**src/hw/rtl/smtd_pkg.sv**
```systemverilog
// Shared types, constants and helper functions for the temperature attribute decoder.
// Used by smtd_decode and smart_temperature_minmax_decoder_core; no dependencies.
package smtd_pkg;

    localparam int RAW_W = 48;

    localparam logic signed [7:0] TEMP_LOW_LIMIT  = -8'sd60;
    localparam logic signed [7:0] TEMP_HIGH_LIMIT = 8'sd120;
    localparam logic signed [7:0] TEMP_MINUS_ONE  = -8'sd1;
    localparam logic signed [7:0] TEMP_ZERO       = 8'sd0;
    localparam logic signed [7:0] COUNT_MAX_MIN   = 8'sd40;
    localparam logic [15:0]       COUNT_LIMIT     = 16'h7fff;

    localparam logic [15:0] WORD_POS_MAX  = 16'h007f;
    localparam logic [15:0] WORD_BYTE_MAX = 16'h00ff;
    localparam logic [15:0] WORD_NEG_MIN  = 16'hff80;

    localparam logic [4:0] CLASS_POS  = 5'h11;
    localparam logic [4:0] CLASS_BYTE = 5'h01;
    localparam logic [4:0] CLASS_NEG  = 5'h10;
    localparam logic [4:0] CLASS_NONE = 5'h00;

    typedef enum logic [2:0] {
        LAYOUT_PLAIN    = 3'd0,
        LAYOUT_PAIR_23  = 3'd1,
        LAYOUT_PAIR_12  = 3'd2,
        LAYOUT_PAIR_24  = 3'd3,
        LAYOUT_COUNT    = 3'd4,
        LAYOUT_UNK_ZERO = 3'd5,
        LAYOUT_UNK_TEMP = 3'd6,
        LAYOUT_UNK_RAW  = 3'd7
    } layout_t;

    typedef struct packed {
        logic              ok;
        logic signed [7:0] lo;
        logic signed [7:0] hi;
    } pair_t;

    typedef struct packed {
        logic signed [7:0] current_temp;
        logic signed [7:0] min_temp;
        logic signed [7:0] max_temp;
        layout_t           layout_code;
        logic [15:0]       event_count;
    } result_t;

    function automatic logic [4:0] word_class(input logic [15:0] w);
        logic [4:0] c;
        if (w <= WORD_POS_MAX)
            c = CLASS_POS;
        else if (w <= WORD_BYTE_MAX)
            c = CLASS_BYTE;
        else if (w >= WORD_NEG_MIN)
            c = CLASS_NEG;
        else
            c = CLASS_NONE;
        return c;
    endfunction

    function automatic pair_t pair_check(input logic signed [7:0] cur,
                                         input logic [7:0] a,
                                         input logic [7:0] b);
        logic signed [7:0] x;
        logic signed [7:0] y;
        pair_t             r;
        x = signed'(a);
        y = signed'(b);
        if (x > y)
        begin
            r.lo = y;
            r.hi = x;
        end
        else
        begin
            r.lo = x;
            r.hi = y;
        end
        r.ok = (r.lo >= TEMP_LOW_LIMIT) && (r.lo <= cur) && (cur <= r.hi)
            && (r.hi <= TEMP_HIGH_LIMIT)
            && !((r.lo == TEMP_MINUS_ONE) && (r.hi <= TEMP_ZERO));
        return r;
    endfunction

endpackage

```
**src/hw/rtl/smtd_decode.sv**
```systemverilog
// Combinational layout classifier for one six-byte temperature attribute.
// Depends on smtd_pkg for types, limits and the pair/word helpers.
module smtd_decode
(
    input  logic [smtd_pkg::RAW_W-1:0] raw_bytes,
    output smtd_pkg::result_t          result
);

    logic [7:0]         b0, b1, b2, b3, b4;
    logic [15:0]        w0, w1, w2;
    logic signed [7:0]  cur;
    logic [4:0]         c0, c1, c2;
    smtd_pkg::pair_t    p23, p12, p24;
    smtd_pkg::layout_t  layout;

    assign b0  = raw_bytes[7:0];
    assign b1  = raw_bytes[15:8];
    assign b2  = raw_bytes[23:16];
    assign b3  = raw_bytes[31:24];
    assign b4  = raw_bytes[39:32];
    assign w0  = raw_bytes[15:0];
    assign w1  = raw_bytes[31:16];
    assign w2  = raw_bytes[47:32];
    assign cur = signed'(b0);

    assign c0  = smtd_pkg::word_class(w0);
    assign c1  = smtd_pkg::word_class(w1);
    assign c2  = smtd_pkg::word_class(w2);
    assign p23 = smtd_pkg::pair_check(cur, b2, b3);
    assign p12 = smtd_pkg::pair_check(cur, b1, b2);
    assign p24 = smtd_pkg::pair_check(cur, b2, b4);

    always_comb
    begin
        if (w2 == 16'd0)
        begin
            if ((w1 == 16'd0) && (c0 != smtd_pkg::CLASS_NONE))
                layout = smtd_pkg::LAYOUT_PLAIN;
            else if ((c0 != smtd_pkg::CLASS_NONE) && p23.ok)
                layout = smtd_pkg::LAYOUT_PAIR_23;
            else if ((b3 == 8'd0) && p12.ok)
                layout = smtd_pkg::LAYOUT_PAIR_12;
            else
                layout = smtd_pkg::LAYOUT_UNK_ZERO;
        end
        else if (c0 != smtd_pkg::CLASS_NONE)
        begin
            if (((c0 & c1 & c2) != smtd_pkg::CLASS_NONE) && p24.ok)
                layout = smtd_pkg::LAYOUT_PAIR_24;
            else if ((w2 < smtd_pkg::COUNT_LIMIT) && p23.ok
                     && (p23.hi >= smtd_pkg::COUNT_MAX_MIN))
                layout = smtd_pkg::LAYOUT_COUNT;
            else
                layout = smtd_pkg::LAYOUT_UNK_TEMP;
        end
        else
        begin
            layout = smtd_pkg::LAYOUT_UNK_RAW;
        end
    end

    always_comb
    begin
        result.current_temp = cur;
        result.layout_code  = layout;
        result.event_count  = 16'd0;
        case (layout)
            smtd_pkg::LAYOUT_PAIR_23:
            begin
                result.min_temp = p23.lo;
                result.max_temp = p23.hi;
            end
            smtd_pkg::LAYOUT_PAIR_12:
            begin
                result.min_temp = p12.lo;
                result.max_temp = p12.hi;
            end
            smtd_pkg::LAYOUT_PAIR_24:
            begin
                result.min_temp = p24.lo;
                result.max_temp = p24.hi;
            end
            smtd_pkg::LAYOUT_COUNT:
            begin
                result.min_temp    = p23.lo;
                result.max_temp    = p23.hi;
                result.event_count = w2;
            end
            default:
            begin
                result.min_temp = smtd_pkg::TEMP_ZERO;
                result.max_temp = smtd_pkg::TEMP_ZERO;
            end
        endcase
    end

endmodule

```
**src/hw/rtl/smart_temperature_minmax_decoder_core.sv**
```systemverilog
// Top level of the temperature attribute decoder: input register, decode, result register.
// Depends on smtd_pkg and smtd_decode.
//
// Each beat on raw_bytes yields exactly one result beat, held in the input register until
// the result register, which drives result_valid, is free. One beat is taken per cycle
// while raw_ready is high: the decode is a single short combinational path between the
// input register and the result register, and the two registers form a two-entry
// pipeline. raw_ready drops only while both registers hold a beat and result_ready is low.
module smart_temperature_minmax_decoder_core
(
    input  logic                          clk,
    input  logic                          rst_n,
    input  logic                          raw_valid,
    output logic                          raw_ready,
    input  logic [smtd_pkg::RAW_W-1:0]    raw_bytes,
    output logic                          result_valid,
    input  logic                          result_ready,
    output logic signed [7:0]             current_temp,
    output logic signed [7:0]             min_temp,
    output logic signed [7:0]             max_temp,
    output logic [2:0]                    layout_code,
    output logic [15:0]                   event_count
);

    logic                       in_valid_reg;
    logic [smtd_pkg::RAW_W-1:0] raw_reg;
    logic                       out_valid_reg;
    smtd_pkg::result_t          result_reg;
    smtd_pkg::result_t          result_next;
    logic                       out_ready;
    logic                       in_ready;

    assign out_ready = !out_valid_reg || result_ready;
    assign in_ready  = !in_valid_reg || out_ready;
    assign raw_ready = in_ready;

    // hold input beat until the result stage frees up
    always_ff @(posedge clk or negedge rst_n)
    begin
        if (!rst_n)
            in_valid_reg <= 1'b0;
        else if (in_ready)
            in_valid_reg <= raw_valid;
    end

    always_ff @(posedge clk)
    begin
        if (in_ready && raw_valid)
            raw_reg <= raw_bytes;
    end

    smtd_decode u_decode
    (
        .raw_bytes (raw_reg),
        .result    (result_next)
    );

    // advance decoded beat into the result register
    always_ff @(posedge clk or negedge rst_n)
    begin
        if (!rst_n)
            out_valid_reg <= 1'b0;
        else if (out_ready)
            out_valid_reg <= in_valid_reg;
    end

    always_ff @(posedge clk)
    begin
        if (out_ready && in_valid_reg)
            result_reg <= result_next;
    end

    assign result_valid = out_valid_reg;
    assign current_temp = result_reg.current_temp;
    assign min_temp     = result_reg.min_temp;
    assign max_temp     = result_reg.max_temp;
    assign layout_code  = result_reg.layout_code;
    assign event_count  = result_reg.event_count;

    a_pair_zero: assert property (@(posedge clk) disable iff (!rst_n)
        (result_valid && (layout_code != smtd_pkg::LAYOUT_PAIR_23)
            && (layout_code != smtd_pkg::LAYOUT_PAIR_12)
            && (layout_code != smtd_pkg::LAYOUT_PAIR_24)
            && (layout_code != smtd_pkg::LAYOUT_COUNT))
        |-> (min_temp == smtd_pkg::TEMP_ZERO) && (max_temp == smtd_pkg::TEMP_ZERO))
        else $error("min/max nonzero without a recognized pair");

    a_count_zero: assert property (@(posedge clk) disable iff (!rst_n)
        (result_valid && (layout_code != smtd_pkg::LAYOUT_COUNT)) |-> (event_count == 16'd0))
        else $error("count word outside count layout");

    a_ordered: assert property (@(posedge clk) disable iff (!rst_n)
        result_valid |-> (min_temp <= max_temp))
        else $error("min above max");

    a_in_hold: assert property (@(posedge clk) disable iff (!rst_n)
        (in_valid_reg && !out_ready) |=> (in_valid_reg && $stable(raw_reg)))
        else $error("input stage lost a stalled beat");

    a_in_take: assert property (@(posedge clk) disable iff (!rst_n)
        (raw_valid && raw_ready) |=> in_valid_reg)
        else $error("accepted beat not captured");

endmodule
```
**config.mk**
```make
export PLATFORM = sky130hd
export DESIGN_NAME = smart_temperature_minmax_decoder_core
export DESIGN_NICKNAME = d
export VERILOG_FILES = /design/src/hw/rtl/smtd_pkg.sv /design/src/hw/rtl/smtd_decode.sv /design/src/hw/rtl/smart_temperature_minmax_decoder_core.sv
export SDC_FILE = /design/constraint.sdc
export NUM_CORES = 1
export LEC_CHECK = 0
export ABC_AREA = 0
export ABC_CLOCK_PERIOD_IN_PS = 12800
export BUFFER_PORTS_ARGS = -buffer_cell sky130_fd_sc_hd__clkbuf_2
export CAP_MARGIN = 20
export CORE_UTILIZATION = 59
export CTS_BUF_LIST = sky130_fd_sc_hd__clkbuf_8
export DETAILED_ROUTE_END_ITERATION = 8
export PLACE_DENSITY = 0.82
export REMOVE_ABC_BUFFERS = 1
export SLEW_MARGIN = 25
export SYNTH_ARGS = -nofsm -noshare
export SYNTH_HDL_FRONTEND = slang
export SYNTH_SLANG_ARGS = --single-unit
```
**constraint.sdc**
```tcl
create_clock -name clk -period 12.8 [get_ports clk]
set_clock_uncertainty 0.1 [all_clocks]
set_input_delay 2.56 -clock clk [delete_from_list [all_inputs] [get_ports clk]]
set_output_delay 2.56 -clock clk [all_outputs]
set_load 0.005 [all_outputs]
```
# == Yosys cells after proc, flatten, opt, wreduce, memory -nomap -nowiden ==
# Cells that the tools add are included.
# classes
eq_ne,7
div_mod_pow,0
reduce_logical,36
mul,0
mux,20
shifts,0
n_bitwise,2
n_lt_le_gt_ge,29
addsub,0
# op_table
operator,n
">= comparator 16 bit, second input constant",3
"less-or-equal comparator 16 x 7 -> 1 bit, second input constant",3
"less-or-equal comparator 16 x 8 -> 1 bit, second input constant",3
less-or-equal comparator 8 bit,6
two-way mux 16 bit,3
one-hot mux 16 bit (3 select lines),1
two-way mux 5 bit,9
">= comparator 8 x 7 -> 1 bit, second input constant",4
zero test 16 bit,2
"equality test 8 x 1 -> 1 bit, second input constant",3
greater-than comparator 8 bit,3
"less-or-equal comparator 8 x 1 -> 1 bit, second input constant",3
"less-or-equal comparator 8 bit, second input constant",3
logical AND 1 bit,23
two-way mux 3 bit,6
"< comparator 16 x 15 -> 1 bit, second input constant",1
AND 5 bit,2
nonzero test 5 bit,2
zero test 8 bit,1
"equality test 3 x 2 -> 1 bit, second input constant",2
zero test 1 bit,5
"equality test 3 x 1 -> 1 bit, second input constant",1
"equality test 3 bit, second input constant",1
logical OR 1 bit,2
other kinds (2),2
# totals
input_bits,52
romBits,0
wordCells,102
ramBits,0
output_inout_bits,45
register_bits,93
n_memories,0
latchBits,0

# == Longest topological paths before layout ==
# Gate-level depths: netlist of run 1.
# depth
depth_word,16
depth_mapped,22
mapped_depth_nobuf,18

# == Hierarchy ==
# A second synthesis of run 1 with hierarchy kept.
# hier_totals
cells_unflattened,599
area_unflattened_um2,6217.2
# modules_own_cells
mod,area_per_inst_um2,n_inst,seq_area_each_um2,cells_per_inst
smtd_decode,3380.7,1,0.0,500
smart_temperature_minmax_decoder_core,2836.5,1,2782.7,99

# == Least setup slack after synthesis of run 1 ==
# Ideal clock, no wire load.
# synth_path
path_type,input-to-output
startpoint,input port result_ready
endpoint,output port raw_ready
slack_ns,7.406
path_buffers,0
t_arrival_ns,2.734
required_ns,10.140
stages,1
cell_sequence,nand3b_1
# synth_via
elab_chain_len,2
# synth_lines
item,line,text
start: declaration,smart_temperature_minmax_decoder_core.sv:17,"input logic result_ready,"
logical OR 1 bit,smart_temperature_minmax_decoder_core.sv:33,assign out_ready = !out_valid_reg || result_ready;
logical OR 1 bit,smart_temperature_minmax_decoder_core.sv:34,assign in_ready = !in_valid_reg || out_ready;
end: declaration,smart_temperature_minmax_decoder_core.sv:14,"output logic raw_ready,"
# No other way between the ends.

==> summary.md, run 1 <==
| Metric | Value |
|---|---|
| Status | finished clean |
| Worst-Margin Slew | between 0.9 and 1 ns |
| Most used cell, CP | a21oi_1 |
| Final period utilization | about half |
| Gate power share | 28.3% |
| Largest register FFs | 48 |
| Antenna Nets Post-Route | 0 |
| Ant diodes | 0 |
| Crit. End Element | flip-flop |
| Critical-path cell list | inv_1, ha_1, and4_4, a221o_1, o31a_1, a21oi_2, buf_4, a21oi_1, ha_1, or4_1, a21oi_1, o21ai_0, a21oi_1, o211ai_1, a2111o_1, a21boi_4, o221ai_1 |
| Final hold vios | 0 |
| Crit path launch type | flip-flop |
| Worst flop-to-flop path startpoint | raw_reg[39] |
| # IOs | 97 |
| Cell Pwr Density | approximately 120 mW/mm² |
| Design Area, Final | 0.00712 mm² |
| Num CTS Buffers | 9 |
| Die Height | 106 µm |
| Multi-input logic area | between 0.003 and 0.004 mm² |
| Synth area leader | edfxtp_1 |
| Ys async rst share | around 2.2% |
| Synth Instances | 600 |
| # fillers | roughly 790 |
| Fin. max-slew vios | 0 |
| First-pass GRT wire length | a little under 30000 µm |
| Gpl congestion | approximately 1.1 |
| Yosys warnings | 0 |
| Sequential share of power | about 46% |
| Worst Reg-to-Reg Cells | 17 |
| Worst Setup SP | raw_reg[39] |
| Worst R2R End | min_temp[3] |
| CTS Sinks | a little over 90 |
| Synth top area cells | edfxtp_1, ha_1, a21oi_1 |
| GRT Total Usage | roughly a third |
| GRT overflow | 0 |
| Starting DRT DRC Count | 552 |
| Max cap viols | 0 |
| Reg clk slew, reported paths | roughly 0.10 ns |
| Initial core utilization | 61.0% |
| Seq cells post-synth | 93 |
| Flop2flop setup slack | around 6.7 ns |
| Leak pwr | 3.03 nW |
| Post-CTS sizing | 0 |
| Maximum clock frequency | approximately 160 MHz |
| Clk buf depth | 2 |
| Seq/Total Area, Yosys | between 40% and 50% |
| Rows | 37 |
| P_int | 0.000548 W |
| Share of cells above drive strength 1 | 23.3% |
| Post-Syn Area | approximately 0.0063 mm² |
| # hold bufs at CTS | 0 |
| Largest net degree at the start of global routing | approximately 50 |
| Top FF cell, synth | edfxtp_1 |
| Maximum VDD drop | slightly below 0.09 mV |
| CP Data Required Time | roughly 13 ns |
| CTS tree | built |
| Via count | between 5000 and 6000 |
| Worst-path fanout max | 32 |
| NetSw | 0.000279 W |
| Horiz. Die Dim | 106 µm |
| CP arrival | roughly 6 ns |
| Final setup fails | 0 |
| Antenna violations before repair | 0 |
| Share of the synthesized area in the top cell type | a little over two fifths |
| Mean post-synth cell area | about 11 µm² |
| Normalized max-slew margin | between 30% and 40% |
| Crit path kind | reg2reg |
| Hold Crit Class | reg2reg |
| Area grow syn2layout | 12.5% |
| Placed cell areas | 0.00689 mm² |
| Post-CTS setup buffer count | 0 |
| Port Buffers | 96 |
| Slowest CP cell | a2111o_1 |
| Setup TNS | 0 ns |
| Clock power share | about a quarter |
| Storage element area | roughly 0.0028 mm² |
| Post-DP HPWL | 14600 µm |
| Core Box Area | ~0.010 mm² |
| DRC Markers | 0 |
| Crit path largest cell delay | roughly 0.66 ns |
| Post-synth EDFFs | between 90 and 100 |
| Root buffer cell | clkbuf_8 |
| Final wirelength | about 19000 µm |
| Via-per-instance ratio | between 6 and 7 |
| RSZ-0062 raised after global routing | false |
| Die area | between 0.01 and 0.015 mm² |
| Yosys cell types | 69 |
| H-Tree Depth | 3 |
| Final nets | ~810 |
| CP endpoint | min_temp[3] |
| DR pass1 iterations | 5 |
| Post-layout min period | around 6 ns |
| Vias in the first global route | between 5000 and 6000 |
| WL per Instance | 22.7 µm |
| Clock latency on the worst-skew pair | about 0.38 ns |
| Sw Share | between 30% and 40% |
## area by class of cell
type	instances	area share, %
sequential	93	39.1
multi-input combinational	434	45.6
timing repair buffer	99	7.07
clock buffer	11	2.13
clock inverter	5	0.914
tap	136	2.39
inverter	52	2.74
## cell usage after synthesis, types with 2 or more instances
master    number
a31oi_1        5
clkbuf_2       2
mux2_2         7
mux2i_1        3
nor2_1        55
clkbuf_1      13
inv_1         51
a21oi_1       55
and2_1         5
or3b_2         9
nand3b_1       2
nor3_1        12
a211oi_1       6
o22ai_1        4
dfrtp_1        2
or3_1         12
a211o_1        5
nor2b_1       11
nand3_1       12
nor4_1         8
or2_2          3
o21a_1         7
and3_1        12
edfxtp_1      91
o221ai_2      11
nand4_1       19
a221o_1        2
ha_1          72
o221ai_1       5
nand2b_1       6
a21o_1        11
nand2_1       13
buf_6          2
o21ai_0       23
or4_1          3
and3_2         2
buf_2          2
nor3b_1        2
o311ai_0       2
o211ai_1       4
## metal layers
metal	vias up	part of all wire, %	track usage [%]	routed length, µm
met5	-	0	0	0
met4	0	3.9	17.8	743
met3	74	10	5.81	1910
met2	397	45	54.3	8410
met1	2600	41	48.4	7790
li1	2485	-	-	-
## per-stage QoR
stage	total power, W	setup WS (ns)	hold slack [ns]	cells	util, %
final	0.000826	6.65	0.415	830	68.6
after global routing	0.000857	6.45	0.451	830	68.6
after CTS	0.000819	6.74	0.413	830	68.5
after detailed placement	0.000608	6.78	0.382	814	66.5
after global placement	0.000601	6.81	0.366	814	66.5
after floorplan	0.000526	6.78	0.349	579	-
## worst min path at each step
stage	startpoint	to	slack (ns)	depth (start not counted)
after global routing	in_valid_reg	result_valid	0.45	1
after global placement	in_valid_reg	result_valid	0.37	1
final	in_valid_reg	result_valid	0.42	1
after CTS	in_valid_reg	result_valid	0.41	1
after detailed placement	in_valid_reg	result_valid	0.38	1
after floorplan	in_valid_reg	result_valid	0.35	1
## layout by cell type (no fill, tap or decap), types with 6 or more instances in the layout
cell and instances:
edfxtp_1 91, o21ai_0 23, nor2b_1 11, and3_1 12
inv_1 51, nor3_1 12, or3b_2 9, ha_1 72
nand2_1 13, nor2_1 55, nand2b_1 6, a21oi_1 54
mux2_2 7, clkbuf_2 96, nand4_1 19, a21o_1 11
nand3_1 11, a211oi_1 6, clkbuf_8 11, o21a_1 7
o221ai_2 11, or3_1 12, nor4_1 8
## power by group through the flow
stage / combinational, W / sequential, W / clock [W]
2_1_floorplan: 0.000149 / 0.000377 / 0
3_3_place_gp: 0.000217 / 0.000384 / 0
3_5_place_dp: 0.000223 / 0.000385 / 0
4_1_cts: 0.000226 / 0.000378 / 0.000215
5_1_grt: 0.000254 / 0.000380 / 0.000223
6_report: 0.000234 / 0.000379 / 0.000214
## critical path: cells and delay by family, from the launching register on
kind                     cells  cell delay (ns)
AO/OA/AOI/OAI               11             3.33
AND/OR/NAND/NOR              2             0.78
adder cells (fa/ha/maj)      2             0.66
flip-flops                   1             0.51
buffers and inverters        2             0.48
## cells by family after synthesis
logic type	count (synthesis)	share of synthesized area, %
AOI/OAI and AO/OA	161	18.4
muxes	10	1.72
and+or+nand+nor	190	16.7
DFF	93	44.0
buffers and inverters	73	4.90
adders and majority gates	72	14.2
other	1	0.0593
(Power assumes the default switching activity.)
==> run 2, diff against run 1 <==
--- a/config.mk
+++ b/config.mk
@@ -6,7 +6,7 @@
 export NUM_CORES = 1
 export LEC_CHECK = 0
 export ABC_AREA = 0
-export ABC_CLOCK_PERIOD_IN_PS = 12800
+export ABC_CLOCK_PERIOD_IN_PS = 5750
 export BUFFER_PORTS_ARGS = -buffer_cell sky130_fd_sc_hd__clkbuf_2
 export CAP_MARGIN = 20
 export CORE_UTILIZATION = 59
==> constraint.sdc (replaced) <==
create_clock -name clk -period 5.75 [get_ports clk]
set_clock_uncertainty 0.1 [all_clocks]
set_input_delay 1.15 -clock clk [delete_from_list [all_inputs] [get_ports clk]]
set_output_delay 1.15 -clock clk [all_outputs]
set_load 0.005 [all_outputs]
==> summary.md, run 2 (synthesis results as in run 1) <==
| Metric | Value |
|---|---|
| Status | finished clean |
| Clk buf depth | 2 (unchanged) |
| DRC Markers | 0 (unchanged) |
| Final nets | 834 (+2.6%) |
| # IOs | 97 (unchanged) |
| Die area | 0.0111 mm² (unchanged) |
| Flop2flop setup slack | 0.34 ns (-6.31 ns) |
| Core Util, Final | 70.6% (+2.0 points) |
| Post-layout min period | 5.41 ns (-0.743 ns) |
| Via-per-instance ratio | 6.56 (-2.0%) |
| Num CTS Buffers | 9 (unchanged) |
| WHS Path Cells | 1 (unchanged) |
| CP Data Required Time | 5.86 ns (-6.94 ns) |
| Storage element area | 0.00278 mm² (unchanged) |
| H-Tree Depth | 3 (unchanged) |
| Worst R2R End | max_temp[1] |
| # fillers | 799 (+1.5%) |
| Core Box Area | 0.0104 mm² (unchanged) |
| DR pass1 iterations | 7 (+2) |
| Antenna violations before repair | 0 (unchanged) |
| Crit path kind | reg2reg |
| Largest net degree at the start of global routing | 49 (unchanged) |
| CP arrival | 5.52 ns (-0.63 ns) |
| Worst Reg-to-Reg Cells | 21 (+4) |
| Die Height | 106 µm (unchanged) |
| Clock latency on the worst-skew pair | 0.39 ns (about the same) |
| Rows | 37 (unchanged) |
| Maximum clock frequency | 185 MHz (+14%) |
| Normalized max-slew margin | 55.6% (+19 points) |
| Vias in the first global route | 5475 (-0.67%) |
| Worst flop-to-flop path startpoint | raw_reg[29] |
| Maximum VDD drop | 0.160 mV (+85%) |
| Antenna Nets Post-Route | 0 (unchanged) |
| Cell Pwr Density | 258 mW/mm² (+120%) |
| Dpl cells | 834 (+2.5%) |
| Share of cells above drive strength 1 | 25.6% (+2.3 points) |
| Min-delay src | in_valid_reg |
| Port Buffers | 96 (unchanged) |
| Post-route insts no fill | 851 (+2.5%) |
| Post-DP HPWL | 14800 µm (+1.6%) |
| CTS tree | built |
| Initial core utilization | 61.0% (unchanged) |
| Final setup fails | 0 (unchanged) |
| Total power | 0.00189 W (+130%) |
| Final period utilization | 94.0% (+46 points) |
| Worst Hold Path EP | result_valid |
| WL per Instance | 22.2 µm (-2.1%) |
| Multi-input logic area | 0.00325 mm² (unchanged) |
| Final wirelength | 18900 µm (+0.34%) |
| Hold_ws | 0.414 ns (-0.000898 ns) |
| Ant diodes | 0 (unchanged) |
| Horiz. Die Dim | 106 µm (unchanged) |
| Leak pwr | 3.15 nW (+4.0%) |
| Fin. max-slew vios | 0 (unchanged) |
| Worst Setup SP | raw_reg[29] |
| Via count | 5583 (+0.49%) |
| Hold Crit Class | reg2reg |
| Reg clk slew, reported paths | 0.09 ns (about the same) |
| Starting DRT DRC Count | 518 (-6.2%) |
| Largest register FFs | 48 (unchanged) |
| GRT overflow | 0 (unchanged) |
| Most used cells in the layout excluding fill and tap cells | clkbuf_2, edfxtp_1, ha_1, nor2_1, a21oi_1 |
| Crit path launch type | flip-flop |
| Worst-Margin Slew | 0.661 ns (-0.293 ns) |
| RSZ-0062 raised after global routing | false |
| Final hold vios | 0 (unchanged) |
| Root buffer cell | clkbuf_8 |
| Max cap viols | 0 (unchanged) |
| GRT Total Usage | 35.4% (+0.11 points) |
| Area grow syn2layout | 15.8% |
| Crit. End Element | flip-flop |
| Worst-path fanout max | 23 (-28%) |
| First-pass GRT wire length | 29200 µm (-0.54%) |
| Gpl congestion | 1.07 (+1.2%) |
| CTS Sinks | 93 (unchanged) |
| Setup TNS | 0 ns (unchanged) |
| Most common cell after layout, fill and taps aside | clkbuf_2 |
==> run 2: changes by cell type in the layout (fill, tap and decap cells not counted), sizes merged <==
cell / change
clkbuf: -1
buf: +21
bufinv: +1
==> run 2: where the power goes <==
part / switching [W] / total (W) / internal [W]
Sequential: 0.0000427 / 0.000836 / 0.000793
Clock: 0.000249 / 0.000510 / 0.000261
Combinational: 0.000335 / 0.000548 / 0.000212
==> run 2: final cells by class <==
cell class	instances	share of cell area [%]
clock inverters	6	1.28
inverters	52	2.66
clock buffers	10	1.88
well taps	136	2.32
repair buffers	120	9.53
flip-flops and latches	93	38.0
multi-input cells	434	44.3
==> run 2: per-layer routing <==
layer,share of wire [%],wire (µm),global-route usage (%)
met1,40,7630,47.8
met3,11,2010,6.68
met2,46,8610,55.1
met5,0,0,0
met4,3.6,676,17.2
==> run 2: critical path, stage by stage, from the launching register on <==
cell and delay [ns]:
edfxtp_1 0.48, inv_1 0.16, ha_1 0.27, a21o_1 0.20, a2111oi_2 0.46, o211ai_1 0.22
nand3_1 0.33, buf_12 0.21, nor2_1 0.06, a21oi_1 0.33, inv_1 0.11, ha_1 0.30
nor2b_1 0.13, o21a_1 0.17, o21a_1 0.18, o21ai_0 0.21, buf_4 0.18, o211ai_2 0.18
or3_1 0.42, a21boi_4 0.17, buf_12 0.17, o221ai_2 0.19
==> run 2: worst max path at each step <==
stage                  end  slack (ns)  cells after the start
2_1_floorplan  max_temp[0]       -0.27                     15
3_3_place_gp   min_temp[7]        0.51                     18
3_5_place_dp   min_temp[5]        0.31                     18
4_1_cts        min_temp[1]        0.31                     18
5_1_grt        max_temp[3]        0.16                     21
6_report       max_temp[1]        0.34                     21
==> run 2: stage by stage <==
step / instance area [µm²] / setup WS [ns]
finish: 7330 / 0.344
global route: 7330 / 0.165
global placement: 7070 / 0.508
floorplan: 6210 / -0.274
CTS: 7300 / 0.305
detailed placement: 7070 / 0.307
==> run 2: repair_timing <==
item                                   in CTS  in global routing
setup endpoints to repair                   0                 15
gates resized for setup                     0                  1
hold buffers                                0                  0
setup buffers                               0                  1
endpoints found under the hold margin       0                  0
==> run 3, diff against run 2 <==
--- a/config.mk
+++ b/config.mk
@@ -9,10 +9,13 @@
 export ABC_CLOCK_PERIOD_IN_PS = 5750
 export BUFFER_PORTS_ARGS = -buffer_cell sky130_fd_sc_hd__clkbuf_2
 export CAP_MARGIN = 20
-export CORE_UTILIZATION = 59
+export CELL_PAD_IN_SITES_DETAIL_PLACEMENT = 1
+export CELL_PAD_IN_SITES_GLOBAL_PLACEMENT = 1
+export CORE_ASPECT_RATIO = 1.25
+export CORE_UTILIZATION = 47
 export CTS_BUF_LIST = sky130_fd_sc_hd__clkbuf_8
 export DETAILED_ROUTE_END_ITERATION = 8
-export PLACE_DENSITY = 0.82
+export PLACE_DENSITY_LB_ADDON = 0.1
 export REMOVE_ABC_BUFFERS = 1
 export SLEW_MARGIN = 25
 export SYNTH_ARGS = -nofsm -noshare
==> summary.md, run 3 (synthesis results as in run 1) <==
| Metric | Value |
|---|---|
| Final wirelength | 21400 µm (+13%) |
| Crit path largest cell delay | 0.71 ns (+0.23 ns) |
| Worst R2R End | min_temp[3] |
| Post-DP HPWL | 16800 µm (+14%) |
| Antenna Nets Post-Route | 0 (unchanged) |
| Gpl congestion | 0.974 (-8.7%) |
| Final hold vios | 0 (unchanged) |
| Most used cells in the layout excluding fill and tap cells | clkbuf_2, edfxtp_1, ha_1, nor2_1 |
| Rows | 47 (+27%) |
| Crit path launch type | flip-flop |
| Slowest CP cell | a31oi_2 |
| Post-layout min period | 5.32 ns (-0.0815 ns) |
| Num CTS Buffers | 9 (unchanged) |
| Setup TNS | 0 ns (unchanged) |
| Reg clk slew, reported paths | 0.08 ns (about the same) |
| Antenna violations before repair | 0 (unchanged) |
| WL per Instance | 23.7 µm (+6.4%) |
| Final nets | 852 (+2.2%) |
| Placed cell areas | 0.00728 mm² (+3.0%) |
| CP Buf/Inv Count | 2 (-3) |
| First-pass GRT wire length | 32600 µm (+12%) |
| Critical-path cell list | inv_1, ha_1, nand4_1, a211o_1, a31oi_2, nor2_1, a21oi_1, ha_1, a21o_1, a211o_1, nor2_1, a211oi_1, a21oi_1, o2111ai_2, buf_12, or3b_2, o221ai_1 |
| CP Depth | 17 (-19%) |
| Maximum clock frequency | 188 MHz (+1.5%) |
| RSZ-0062 raised after global routing | false |
| Starting DRT DRC Count | 342 (-34%) |
| Max cap viols | 0 (unchanged) |
| DRC Markers | 0 (unchanged) |
| Die Height | 132 µm (+25%) |
| Worst Reg-to-Reg Cells | 17 (-19%) |
| CP endpoint | min_temp[3] |
| Horiz. Die Dim | 106 µm (+0.21%) |
| GRT Total Usage | 31.7% (-3.7 points) |
| CP arrival | 5.43 ns (-0.09 ns) |
| Maximum VDD drop | 0.139 mV (-13%) |
| Most common cell after layout, fill and taps aside | clkbuf_2 |
| Fin. max-slew vios | 0 (unchanged) |
| Area grow syn2layout | 17.6% |
| DR pass1 iterations | 5 (-2) |
| Crit path kind | reg2reg |
| Worst flop-to-flop path startpoint | raw_reg[22] |
| CTS tree | built |
| Vias in the first global route | 5757 (+5.2%) |
| H-Tree Depth | 3 (unchanged) |
| Clock latency on the worst-skew pair | 0.40 ns (about the same) |
| Post-CTS setup buffer count | 0 (unchanged) |
| Clk buf depth | 2 (unchanged) |
| Initial core utilization | 48.0% (-13 points) |
| Worst-Margin Slew | 0.848 ns (+0.187 ns) |
| Share of cells above drive strength 1 | 26.6% (+1.0 points) |
| Post-CTS sizing | 0 (unchanged) |
| Cell Pwr Density | 245 mW/mm² (-5.2%) |
| Leak pwr | 3.21 nW (+1.8%) |
| Largest net degree at the start of global routing | 49 (unchanged) |
| Final setup fails | 0 (unchanged) |
| Via count | 5605 (+0.39%) |
| # IOs | 97 (unchanged) |
| # hold bufs at CTS | 0 (unchanged) |
| Crit. End Element | flip-flop |
| GRT overflow | 0 (unchanged) |
| Largest register FFs | 48 (unchanged) |
| # fillers | 1530 (+91%) |
| CTS Sinks | 93 (unchanged) |
| Crit-path leading delay family | compound AO/OA/AOI/OAI gates |
| Root buffer cell | clkbuf_8 |
| Worst-path fanout max | 18 (-22%) |
| Port Buffers | 96 (unchanged) |
| Worst Setup SP | raw_reg[22] |
| Design Area, Final | 0.00744 mm² (+1.6%) |
| Status | finished clean |
| Hold Crit Class | in2async |
| Normalized max-slew margin | 43.3% (-12 points) |
| Ant diodes | 0 (unchanged) |
| Core Box Area | 0.0132 mm² (+27%) |
| Flop2flop setup slack | 0.43 ns (+0.08 ns) |
| Die area | 0.0139 mm² (+25%) |
| Via-per-instance ratio | 6.20 (-5.5%) |
| CP Data Required Time | 5.86 ns (about the same) |
| Final period utilization | 92.6% (-1.4 points) |
run 3: routing by layer:
layer	up-vias	global-route usage, %	wire [µm]
met5	-	0	0
met3	58	5.16	997
met4	0	18.3	1120
met2	216	52.4	10400
li1	2556	-	-
met1	2775	39.1	8850
run 3: worst min-delay path by stage:
stage,start,end,cells past startpoint
after floorplan,in_valid_reg,result_valid,1
after global placement,in_valid_reg,result_valid,1
after detailed placement,in_valid_reg,result_valid,1
after CTS,rst_n,result_valid,1
after global routing,rst_n,result_valid,1
final,rst_n,result_valid,1
run 3: final cells by class:
cell class	instances	area, µm²	area share [%]
Inverter	52	195	2.62
Clock buffer	9	124	1.66
Timing Repair Buffer	138	846	11.4
Multi-Input combinational cell	434	3240	43.6
Sequential cell	93	2780	37.4
Clock inverter	7	35.0	0.471
Tap cell	171	214	2.88
run 3: report_power, final:
group          total, W  internal, W  switching [W]
sequential     0.000835     0.000793      0.0000416
clock          0.000386     0.000151       0.000235
combinational  0.000602     0.000242       0.000360
total           0.00182      0.00119       0.000637
run 3: per-stage QoR:
stage / hold WS, ns / instances / setup slack, ns / util [%] / total power [W]
floorplan: 0.349 / 579 / -0.274 / - / 0.00117
global placement: 0.365 / 888 / 0.705 / 55.3 / 0.00142
detailed placement: 0.410 / 888 / 0.565 / 55.3 / 0.00144
CTS: 0.417 / 904 / 0.519 / 56.5 / 0.00182
global route: 0.417 / 904 / 0.224 / 56.5 / 0.00191
finish: 0.429 / 904 / 0.426 / 56.5 / 0.00182
